## config.mk

```make
export PLATFORM = sky130hd
export DESIGN_NAME = prim_mst_edge_finder_unit
export DESIGN_NICKNAME = d
export VERILOG_FILES = /design/src/rtl/core/pmef_pkg.sv /design/src/rtl/core/pmef_ctrl.sv /design/src/rtl/core/pmef_dp.sv /design/src/rtl/core/prim_mst_edge_finder_unit.sv
export SDC_FILE = /design/constraint.sdc
export NUM_CORES = 1
export LEC_CHECK = 0
export BUFFER_PORTS_ARGS = -buffer_cell sky130_fd_sc_hd__buf_2
export CAP_MARGIN = 20
export CORE_AREA = 8 8 345 347
export CTS_CLUSTER_SIZE = 12
export DETAILED_ROUTE_END_ITERATION = 10
export DIE_AREA = 0 0 353 355
export GPL_TIMING_DRIVEN = 0
export PLACE_DENSITY_LB_ADDON = 0.05
export SETUP_SLACK_MARGIN = 0.4
export SLEW_MARGIN = 5
export SYNTH_ARGS = -nofsm -noshare
export SYNTH_HDL_FRONTEND = slang
export SYNTH_SLANG_ARGS = --single-unit
```

## constraint.sdc

```tcl
create_clock -name clk -period 7.18 [get_ports clk]
set_input_delay 0.359 -clock clk [delete_from_list [all_inputs] [get_ports clk]]
set_output_delay 0.359 -clock clk [all_outputs]
set_load 0.02 [all_outputs]
```

## src/rtl/core/pmef_pkg.sv

```systemverilog
// Package for the spanning tree edge finder: stream field widths,
// controller state type and the controller/datapath command and status structs.
// No dependencies.
`default_nettype none

package pmef_pkg;

  // Stream field widths, fixed by the item layout
  localparam int unsigned NODE_W      = 3;
  localparam int unsigned IN_WEIGHT_W = 16;
  localparam int unsigned OUT_W_W     = 16;
  localparam int unsigned IN_TDATA_W  = 32;  // 25 used bits, padded to bytes
  localparam int unsigned OUT_TDATA_W = 24;  // 22 used bits, padded to bytes

  // Request kinds carried in in_tuser
  localparam logic REQ_WRITE = 1'b0;
  localparam logic REQ_START = 1'b1;

  typedef enum logic [1:0] {
    ST_IDLE,
    ST_SCAN,
    ST_DRAIN,
    ST_EMIT
  } state_t;

  typedef struct packed {
    logic write;  // store one weight
    logic start;  // seed visited map, open round one
    logic step;   // issue one matrix read and advance scan position
    logic emit;   // load result register, close the round
  } cmd_t;

  typedef struct packed {
    logic scan_last;   // scan position is at the final matrix entry
    logic found;       // a candidate edge was seen this round
    logic last_round;  // this round is the final one of a full run
    logic out_free;    // result register can take a new transfer
  } sts_t;

endpackage

`default_nettype wire

```

## src/rtl/core/pmef_ctrl.sv

```systemverilog
// Controller state machine for the spanning tree edge finder.
// Depends on pmef_pkg (state_t, cmd_t, sts_t).
`default_nettype none

module pmef_ctrl (
  input  wire logic          clk,
  input  wire logic          rst_n,
  input  wire logic          in_tvalid,
  input  wire logic          in_req,
  output logic               in_tready,
  input  var  pmef_pkg::sts_t sts,
  output pmef_pkg::cmd_t     cmd
);
  import pmef_pkg::*;

  state_t state_r, state_nxt;
  logic   accept;

  assign accept = in_tvalid && (state_r == ST_IDLE);

  always_ff @(posedge clk) begin
    if (!rst_n) begin
      state_r <= ST_IDLE;
    end else begin
      state_r <= state_nxt;
    end
  end

  // Next state
  always_comb begin
    state_nxt = state_r;
    unique case (state_r)
      ST_IDLE: begin
        if (accept && (in_req == REQ_START)) state_nxt = ST_SCAN;
      end
      ST_SCAN: begin
        if (sts.scan_last) state_nxt = ST_DRAIN;
      end
      ST_DRAIN: begin
        state_nxt = ST_EMIT;
      end
      ST_EMIT: begin
        if (sts.out_free) begin
          if (!sts.found || sts.last_round) state_nxt = ST_IDLE;
          else                             state_nxt = ST_SCAN;
        end
      end
      default: state_nxt = ST_IDLE;
    endcase
  end

  // Outputs
  always_comb begin
    cmd       = '0;
    in_tready = 1'b0;
    unique case (state_r)
      ST_IDLE: begin
        in_tready = 1'b1;
        cmd.write = accept && (in_req == REQ_WRITE);
        cmd.start = accept && (in_req == REQ_START);
      end
      ST_SCAN:  cmd.step = 1'b1;
      ST_DRAIN: ;
      ST_EMIT:  cmd.emit = sts.out_free;
      default:  ;
    endcase
  end

endmodule

`default_nettype wire

```

## src/rtl/core/pmef_dp.sv

```systemverilog
// Datapath for the spanning tree edge finder: weight memory with valid bits,
// visited map, scan counters, running minimum and the result register.
// Depends on pmef_pkg (cmd_t, sts_t, widths).
`default_nettype none

module pmef_dp #(
  parameter int unsigned NODES       = 8,
  parameter int unsigned WEIGHT_BITS = 16
) (
  input  wire logic                              clk,
  input  wire logic                              rst_n,
  input  var  pmef_pkg::cmd_t                    cmd,
  output pmef_pkg::sts_t                         sts,
  input  wire logic [pmef_pkg::NODE_W-1:0]       in_row,
  input  wire logic [pmef_pkg::NODE_W-1:0]       in_col,
  input  wire logic [pmef_pkg::IN_WEIGHT_W-1:0]  in_weight,
  input  wire logic [pmef_pkg::NODE_W-1:0]       in_source,
  input  wire logic                              out_tready,
  output logic                                   out_valid,
  output logic [pmef_pkg::NODE_W-1:0]            out_from,
  output logic [pmef_pkg::NODE_W-1:0]            out_to,
  output logic [pmef_pkg::OUT_W_W-1:0]           out_weight,
  output logic                                   out_found,
  output logic                                   out_last
);
  import pmef_pkg::*;

  localparam int unsigned DEPTH = NODES * NODES;
  localparam int unsigned AW    = $clog2(DEPTH);
  localparam int unsigned NB    = $clog2(NODES);
  localparam logic [NB-1:0] MAX_IDX = NB'(NODES - 1);

  // Weight memory and per-entry valid bits (an invalid entry reads as no edge)
  logic [WEIGHT_BITS-1:0] weight_mem_r [DEPTH];
  logic [DEPTH-1:0]       wvld_r;
  logic [WEIGHT_BITS-1:0] rd_w_r;
  logic                   rd_v_r;

  logic [NODES-1:0]       vis_r;
  logic [NB-1:0]          i_r, j_r, ci_r, cj_r, bi_r, bj_r, round_r;
  logic                   cmp_en_r, have_r;
  logic [WEIGHT_BITS-1:0] best_r;

  logic                   out_valid_r, out_found_r, out_last_r;
  logic [NODE_W-1:0]      out_from_r, out_to_r;
  logic [OUT_W_W-1:0]     out_weight_r;

  logic                   wr_ok;
  logic [AW-1:0]          wr_addr, rd_addr;
  logic [WEIGHT_BITS-1:0] w_cur;
  logic                   take;
  logic                   scan_last;

  assign wr_ok   = (32'(in_row) < NODES) && (32'(in_col) < NODES);
  assign wr_addr = AW'(32'(in_row) * NODES + 32'(in_col));
  assign rd_addr = AW'(32'(i_r) * NODES + 32'(j_r));

  always_ff @(posedge clk) begin
    if (cmd.write && wr_ok) weight_mem_r[wr_addr] <= WEIGHT_BITS'(in_weight);
    rd_w_r <= weight_mem_r[rd_addr];
  end

  always_ff @(posedge clk) begin
    if (!rst_n) begin
      wvld_r <= '0;
      rd_v_r <= 1'b0;
    end else begin
      if (cmd.write && wr_ok) wvld_r[wr_addr] <= 1'b1;
      rd_v_r <= wvld_r[rd_addr];
    end
  end

  // Candidate test on the registered read
  assign w_cur = rd_v_r ? rd_w_r : '0;
  assign take  = cmp_en_r && vis_r[ci_r] && !vis_r[cj_r] && (w_cur != '0) &&
                 (!have_r || (w_cur < best_r));

  assign scan_last = (i_r == MAX_IDX) && (j_r == MAX_IDX);

  always_ff @(posedge clk) begin
    if (!rst_n) begin
      vis_r    <= '0;
      i_r      <= '0;
      j_r      <= '0;
      round_r  <= '0;
      cmp_en_r <= 1'b0;
      have_r   <= 1'b0;
    end else begin
      cmp_en_r <= cmd.step;
      if (take) have_r <= 1'b1;
      if (cmd.step) begin
        if (j_r == MAX_IDX) begin
          j_r <= '0;
          i_r <= i_r + 1'b1;
        end else begin
          j_r <= j_r + 1'b1;
        end
      end
      if (cmd.start) begin
        vis_r   <= (32'(in_source) < NODES) ? (NODES'(1) << in_source) : '0;
        i_r     <= '0;
        j_r     <= '0;
        round_r <= NB'(1);
        have_r  <= 1'b0;
      end
      if (cmd.emit) begin
        if (have_r) vis_r[bj_r] <= 1'b1;
        i_r     <= '0;
        j_r     <= '0;
        round_r <= round_r + 1'b1;
        have_r  <= 1'b0;
      end
    end
  end

  // Payload registers of the scan and the running minimum
  always_ff @(posedge clk) begin
    if (cmd.step) begin
      ci_r <= i_r;
      cj_r <= j_r;
    end
    if (take) begin
      best_r <= w_cur;
      bi_r   <= ci_r;
      bj_r   <= cj_r;
    end
  end

  // Result register: holds while the receiver stalls
  always_ff @(posedge clk) begin
    if (!rst_n) begin
      out_valid_r <= 1'b0;
    end else if (cmd.emit) begin
      out_valid_r <= 1'b1;
    end else if (out_tready) begin
      out_valid_r <= 1'b0;
    end
  end

  always_ff @(posedge clk) begin
    if (cmd.emit) begin
      out_found_r  <= have_r;
      out_last_r   <= !have_r || (round_r == MAX_IDX);
      out_from_r   <= have_r ? NODE_W'(bi_r) : '0;
      out_to_r     <= have_r ? NODE_W'(bj_r) : '0;
      out_weight_r <= have_r ? OUT_W_W'(best_r) : '0;
    end
  end

  assign sts.scan_last  = scan_last;
  assign sts.found      = have_r;
  assign sts.last_round = (round_r == MAX_IDX);
  assign sts.out_free   = !out_valid_r || out_tready;

  assign out_valid  = out_valid_r;
  assign out_from   = out_from_r;
  assign out_to     = out_to_r;
  assign out_weight = out_weight_r;
  assign out_found  = out_found_r;
  assign out_last   = out_last_r;

endmodule

`default_nettype wire

```

## src/rtl/core/prim_mst_edge_finder_unit.sv

```systemverilog
// Prim minimum spanning tree edge finder over a stored adjacency matrix.
// Input channel (in_*): one transfer is either a weight write or a start request,
// selected by in_tuser. A write stores one weight (0 = no edge) and produces no
// result. A start clears the visited map, marks the source and runs rounds that
// each emit one tree edge on the result channel (out_*). Each round scans all
// NODES*NODES matrix entries through the weight memory's single read port, one
// entry per cycle, and each registered read is compared against the running
// minimum. A run whose round finds no edge ends early with a found=0 result.
// The final result of a run carries out_tlast.
// in_tready is high only while no run is in progress; the last result may still
// wait in the output register while the next transfer is taken.
// When the receiver stalls, the result register holds its transfer; the next
// round still scans, and its result waits in the emit step until the register
// is free.
// Reset (rst_n low, synchronous) empties the weight store through per-entry
// valid bits, clears the visited map and drops any pending result.
`default_nettype none

module prim_mst_edge_finder_unit #(
  parameter int unsigned NODES       = 8,
  parameter int unsigned WEIGHT_BITS = 16
) (
  input  wire logic                              clk,
  input  wire logic                              rst_n,
  input  wire logic                              in_tvalid,
  output logic                                   in_tready,
  // [2:0] row, [5:3] col, [21:6] weight, [24:22] source, [31:25] zero
  input  wire logic [pmef_pkg::IN_TDATA_W-1:0]   in_tdata,
  // [0] req_type: 0 = weight write, 1 = start run
  input  wire logic                              in_tuser,
  output logic                                   out_tvalid,
  input  wire logic                              out_tready,
  // [2:0] from_node, [5:3] to_node, [21:6] edge_weight, [23:22] zero
  output logic [pmef_pkg::OUT_TDATA_W-1:0]       out_tdata,
  // [0] found
  output logic                                   out_tuser,
  output logic                                   out_tlast
);
  import pmef_pkg::*;

  cmd_t               cmd;
  sts_t               sts;
  logic [NODE_W-1:0]  out_from, out_to;
  logic [OUT_W_W-1:0] out_weight;

  // Sequence the rounds
  pmef_ctrl u_ctrl (
    .clk       (clk),
    .rst_n     (rst_n),
    .in_tvalid (in_tvalid),
    .in_req    (in_tuser),
    .in_tready (in_tready),
    .sts       (sts),
    .cmd       (cmd)
  );

  // Store weights, scan the matrix, hold the result
  pmef_dp #(
    .NODES       (NODES),
    .WEIGHT_BITS (WEIGHT_BITS)
  ) u_dp (
    .clk        (clk),
    .rst_n      (rst_n),
    .cmd        (cmd),
    .sts        (sts),
    .in_row     (in_tdata[2:0]),
    .in_col     (in_tdata[5:3]),
    .in_weight  (in_tdata[21:6]),
    .in_source  (in_tdata[24:22]),
    .out_tready (out_tready),
    .out_valid  (out_tvalid),
    .out_from   (out_from),
    .out_to     (out_to),
    .out_weight (out_weight),
    .out_found  (out_tuser),
    .out_last   (out_tlast)
  );

  assign out_tdata = {2'b00, out_weight, out_to, out_from};

endmodule

`default_nettype wire

```

# --- After elaboration in Yosys (flattened, before gate mapping) ---
# Memories as Yosys holds them, arrays and structs flattened. A register that Yosys moved wholly into a read port is not among the register bits.
# Cells that the tools add are included.
totals:
  output_inout_bits: 28
  inputBits: 37
  wordCells: 102
  n_memories: 1
  ramBits: 1024
  regBits: 139
op_classes:
  order_cmp: 8
  bitwise: 4
  n_mux: 31
  n_reduce_logical: 23
  n_shift: 1
  n_eq_ne: 9
  n_addsub: 5
memory_table:
  columns: ["memory", "depth", "width", "read_ports", "rd_clocked_by_memory_dff", "write_ports", "line", "source"]
  rows:
  - ["u_dp.weight_mem_r", 64, 16, 1, 1, 1, "pmef_dp.sv:34", "logic [WEIGHT_BITS-1:0] weight_mem_r [DEPTH];"]
ops:
  columns: ["operator", "count"]
  rows:
  - ["$or 64x64->64", 1]
  - ["$mux 8", 4]
  - ["$lt 16x16->1", 1]
  - ["$mux 16", 1]
  - ["$reduce_bool 16->1", 1]
  - ["$lt 6x7->1 const B", 2]
  - ["$mux 1", 13]
  - ["$add 6x3->6", 2]
  - ["$lt 3x4->1 const B", 3]
  - ["$logic_and 1x1->1", 10]
  - ["$add 3x1->3 const B", 3]
  - ["$eq 3x3->1 const B", 3]
  - ["$mux 3", 3]
  - ["$mux 2", 4]
  - ["$or 8x8->8", 1]
  - ["$pmux 2 s4", 1]
  - ["$shl 1x3->8 const A", 1]
  - ["$bmux 1 s3", 2]
  - ["$bmux 1 s6", 1]
  - ["$demux 1 s6", 1]
  - ["$ge 6x1->1 const B", 1]
  - ["$eq 2x2->1 const B", 2]
  - ["$ne 2x1->1 const B", 2]
  - ["$reduce_bool 2->1", 2]
  - ["other kinds (11)", 16]

# --- Longest topological paths before layout ---
depth:
  word_depth: 9
  depth_mapped: 9
  ltp_nobuf: 7

# --- Modules after synthesis ---
# From an unflattened synthesis, not the netlist that was laid out.
unflattened:
  cells_unflattened: 2299
  area_unflattened_um2: 45359.8
by_module_without_submodules:
  columns: ["module", "seq_area_each_um2", "cells_per_inst", "n_inst", "area_each_um2"]
  rows:
  - ["pmef_dp", 34332.9, 2274, 1, 45159.6]
  - ["pmef_ctrl", 40.0, 22, 1, 181.4]
  - ["prim_mst_edge_finder_unit", 0.0, 3, 1, 18.8]

# --- Least setup slack after synthesis ---
# Ideal clock, no wire load.
synth_path:
  path_type: "reg2reg"
  startpoint: "register u_dp.rd_v_r"
  endpoint: "register u_dp.best_r[0] (enable)"
  path_slack_ns: 3.547
  required_ns: 6.745
  stages_incl_launch_ff: 9
  n_path_buf: 1
  arrival_time_ns: 3.198
  period_less_slack_ns: 3.633
  setup_ns: 0.435
  path_cell_list: "dfxtp_1 clkbuf_1 and2_1 ha_1 a21o_1 a21o_1 a21oi_1 o22ai_1 a211oi_1"
synth_via:
  elab_chain_len: 4
  word_cells_on_any_way: 6
  cone_classes: "1 x order compare; 1 x mux; 4 x reduce/logical"
synth_lines:
  columns: ["element", "line", "source"]
  rows:
  - ["start, declared", "pmef_dp.sv:37", "logic rd_v_r;"]
  - ["start signal, assigned", "pmef_dp.sv:69", "rd_v_r <= wvld_r[rd_addr];"]
  - ["$mux 16 (*)", "pmef_dp.sv:74", "assign w_cur = rd_v_r ? rd_w_r : '0;"]
  - ["via u_dp.w_cur[9]", "pmef_dp.sv:50", "logic [WEIGHT_BITS-1:0] w_cur;"]
  - ["$lt 16x16->1 or $reduce_bool 16->1 (tied branches)", "pmef_dp.sv:76, pmef_dp.sv:75", null]
  - ["$logic_or 1x1->1 or $logic_and 1x1->1 (tied branches)", "pmef_dp.sv:76, pmef_dp.sv:75", null]
  - ["$logic_and 1x1->1 (*)", "pmef_dp.sv:75", "assign take = cmp_en_r && vis_r[ci_r] && !vis_r[cj_r] && (w_cur != '0) &&"]
  - ["via u_dp.take", "pmef_dp.sv:51", "logic take;"]
  - ["end signal, assigned", "pmef_dp.sv:123", "best_r <= w_cur;"]
  - ["end, declared", "pmef_dp.sv:42", "logic [WEIGHT_BITS-1:0] best_r;"]
# The timed path passes the listed nets; every way through them passes the cells marked *.
# A chain may end at the register's enable or synchronous reset.

# --- Worst setup path in the final report ---
layout_path:
  startpoint: "register u_dp.j_r[1]"
  endpoint: "register u_dp.rd_w_r[8], read port of u_dp.weight_mem_r"
layout_via:
  elab_chain_len: 1
layout_lines:
  columns: ["element", "line", "source"]
  rows:
  - ["start, declared", "pmef_dp.sv:40", "logic [NB-1:0] i_r, j_r, ci_r, cj_r, bi_r, bj_r, round_r;"]
  - ["start signal, assigned", "pmef_dp.sv:96", "j_r <= j_r + 1'b1;"]
  - ["$add 6x3->6", "pmef_dp.sv:56", "assign rd_addr = AW'(32'(i_r) * NODES + 32'(j_r));"]
  - ["end, declared", "pmef_dp.sv:36", "logic [WEIGHT_BITS-1:0] rd_w_r;"]
# No other way between the ends.

==> out/qor.yml <==
outcome:
  status: "complete, no violations"
floorplan:
  floorplan.die_area_um2: 125000
  rows: 124
  dieWidth_um: 353
  ios: 65
  fp.dieH_um: 355
  fp.coreArea_um2: 114000
  start_util: 0.397
global_route:
  grt_pass1_vias: 23400
  grt_remaining_overflow: 0
  antenna_found_initial: 7
  grt_start_max_net_pins: 65
  grt_pass1_wl_um: 177000
  gr-usage-all-layers: 0.198
clock_network:
  root_buffer: "clkbuf_16"
  insertion_delay_ps: 730
  cts_inserted_buffers: 134
  clockBufferDepth: 3
  path_clk_slew_ps: 60
  cts_setup_buffers: 0
  cts_tree: "done"
  cts.sinks: 1179
  htree_num_levels: 4
synth:
  ys.flop_type: "edfxtp_1"
  seq_area_frac_synth: 0.762
  syn_inst: 2161
  yosysUniqueCellTypes: 49
  synth_edf_count: 1076
  avgSynthCellArea_um2: 20.9
  ys_seq_elements: 1179
  yosys_warnings: 0
  synthArstFlopShare: 0
  syn_area_um2: 45100
critical_path:
  max_stage_delay_ps: 550
  cp_data_arrival_time_ps: 4460
  path_cells: "buf_2, buf_2, clkbuf_1, buf_8, mux4_2, mux2i_1, nand2_1, nand4_1, o221ai_1"
  startpoint_type: "register"
  critPathMaxFanout: 10
  crit_top_cell: "buf_2"
  critPathTopFamily: "buffers and inverters"
  cp_num_buf_inv: 4
  worstSetupEndpointType: "register"
  cpMaxStageDelayCell: "clkbuf_1"
  crit_required_ps: 7710
  crit_type: "register to register"
timing:
  timing_hold_violations_final: 0
  timing.max_slew.rel_slack: 0.254
  fin_tns_setup_ps: 0
  worst_slew_pin_slew_ps: 1120
  slew_violations: 0
  period_needed_ps: 3920
  finalSetupViolations: 0
  finalClockSkew_ps: 25.1
  post-route-period-util: 0.546
  grt_setup_unrepaired: "false"
  timing.fmax_ghz: 0.255
hold_path:
  hold_path.class: "primary input to register"
drt:
  route.detailed.drc: 0
  dr.pass1.iters: 5
  vias: 22700
  drt-total-wl_um: 125000
  drtIter0Drc: 2282
  vias_per_cell: 5.61
  ant_nets: 0
  drt-wirelength-per-cell_um: 30.8
cells_and_area:
  num-fill-cells: 9562
  post-route-util: 0.467
  drive_gt1_frac: 0.277
  final_area_um2: 53000
  fin_nets: 2495
  area_growth_pct: 17.6
power:
  p_total_mw: 15.9
  cellLeakagePower_nw: 16.4
  peakVddDrop_uv: 206
  p_per_area_nw_per_um2: 300
run:
  max_cap_viol_count: 0
placement:
  dpl.hpwl_um: 86300
  place.gp.congestion: 0.890
  io_buffers: 50
  place_area_um2: 48800
==> layout by cell type (no fill, tap or decap), types with 30 or more instances in the layout <==
master and instances:
buf_2 66, dfxtp_1 103, nor2_1 38, nand2_1 46
clkbuf_16 140, mux4_2 278, nor2_2 62, buf_8 61
o21a_1 64, edfxtp_1 1076, a22o_1 30, clkbuf_1 107
mux2i_1 32
==> repair_timing <==
| action | 4_1_cts | 5_1_grt |
|---|---|---|
| resized for setup | 0 | 0 |
| setup endpoints to repair | 0 | 0 |
| hold endpoints to repair | 1 | 8 |
| hold buffers | 1 | 1 |
==> through the flow <==
stage	hold slack [ps]	setup slack, ps	std cells
floorplan	420	3550	2162
global placement	441	2650	3724
detailed placement	447	3320	3803
CTS	30.8	3310	4042
global route	40.3	3120	4047
finish	82.6	3260	4052
==> metal layers <==
| layer | vias to the layer above | track usage | share of wire |
|---|---|---|---|
| met5 | - | 0 | 0 |
| li1 | 9585 | - | - |
| met1 | 12200 | 0.283 | 0.45 |
| met2 | 722 | 0.309 | 0.46 |
| met3 | 191 | 0.0354 | 0.054 |
| met4 | 0 | 0.0627 | 0.029 |
==> logic make-up (layout without fill, tap and decap cells) <==
group	Yosys count	after routing	share of synthesized area
AOI/OAI and AO/OA	234	234	0.0405
and+or+nand+nor	267	267	0.0285
DFF	1179	1179	0.762
buffers and inverters	144	517	0.0155
other	1	7	0.0000832
adders and majority gates	25	25	0.00694
xor gates and xnor gates	1	1	0.000194
muxes	310	310	0.146
==> sequential cells by signal, summed over array words and instances, names as in the netlist, 8 cells and up <==
signal             count
u_dp.weight_mem_r   1024
u_dp.wvld_r           64
u_dp.best_r           16
u_dp.out_weight       16
u_dp.rd_w_r           16
u_dp.vis_r             8
==> synth_stat cells, drive strengths merged (2+ instances only) <==
master | instances | area share
clkbuf | 66 | 0.0055
o21ai | 7 | 0.00078
nor2 | 103 | 0.0086
nor3 | 4 | 0.00044
nand2 | 46 | 0.0038
dfxtp | 103 | 0.046
mux4 | 278 | 0.14
a21o | 7 | 0.0012
ha | 25 | 0.0069
a211oi | 4 | 0.00067
a22o | 30 | 0.0058
or3b | 2 | 0.00039
nor4b | 3 | 0.00058
and2 | 27 | 0.0037
nor4 | 5 | 0.00069
nand2b | 8 | 0.0011
a21oi | 19 | 0.0021
a221oi | 33 | 0.0074
o22ai | 16 | 0.0022
edfxtp | 1076 | 0.72
nand3b | 8 | 0.0013
nand3 | 24 | 0.0027
o221ai | 17 | 0.0033
mux2i | 32 | 0.0071
buf | 56 | 0.0082
o21a | 64 | 0.011
nor2b | 9 | 0.0012
inv | 21 | 0.0017
or2 | 2 | 0.00028
or3 | 5 | 0.00069
nand4 | 19 | 0.0026
a22oi | 27 | 0.0045
o22a | 4 | 0.00078
==> final cells by class <==
| cell class | instances | area (um^2) | area share |
|---|---|---|---|
| timing repair buffer | 135 | 1690 | 0.0318 |
| buffer | 122 | 618 | 0.0117 |
| sequential | 1179 | 34400 | 0.648 |
| clock inverter | 52 | 435 | 0.00821 |
| multi-input combinational | 839 | 10200 | 0.193 |
| clock buffer | 186 | 3730 | 0.0702 |
| antenna | 5 | 12.5 | 0.000236 |
| tap | 1512 | 1890 | 0.0357 |
| inverter | 22 | 82.6 | 0.00156 |
==> worst paths after layout <==
| path | from | endpoint | cells after the start | slack [ps] |
|---|---|---|---|---|
| hold / removal | in_tdata[21] | u_dp.weight_mem_r[1][15] | 1 | 80 |
| setup / recovery | u_dp.j_r[1] | u_dp.rd_w_r[8] | 9 | 3260 |
| hold reg to reg | u_dp.have_r | u_dp.out_found | 0 | 460 |
| setup reg to reg | u_dp.j_r[1] | u_dp.rd_w_r[8] | 9 | 3260 |
==> report_power, final <==
part | leakage (nW) | total, mW | switching [mW] | internal (mW)
Combinational | 3.90 | 1.79 | 1.02 | 0.774
Clock | 2.02 | 6.50 | 2.67 | 3.83
Sequential | 10.5 | 7.60 | 0.0364 | 7.56
Total | 16.4 | 15.9 | 3.72 | 12.2
(Power assumes the default switching activity.)
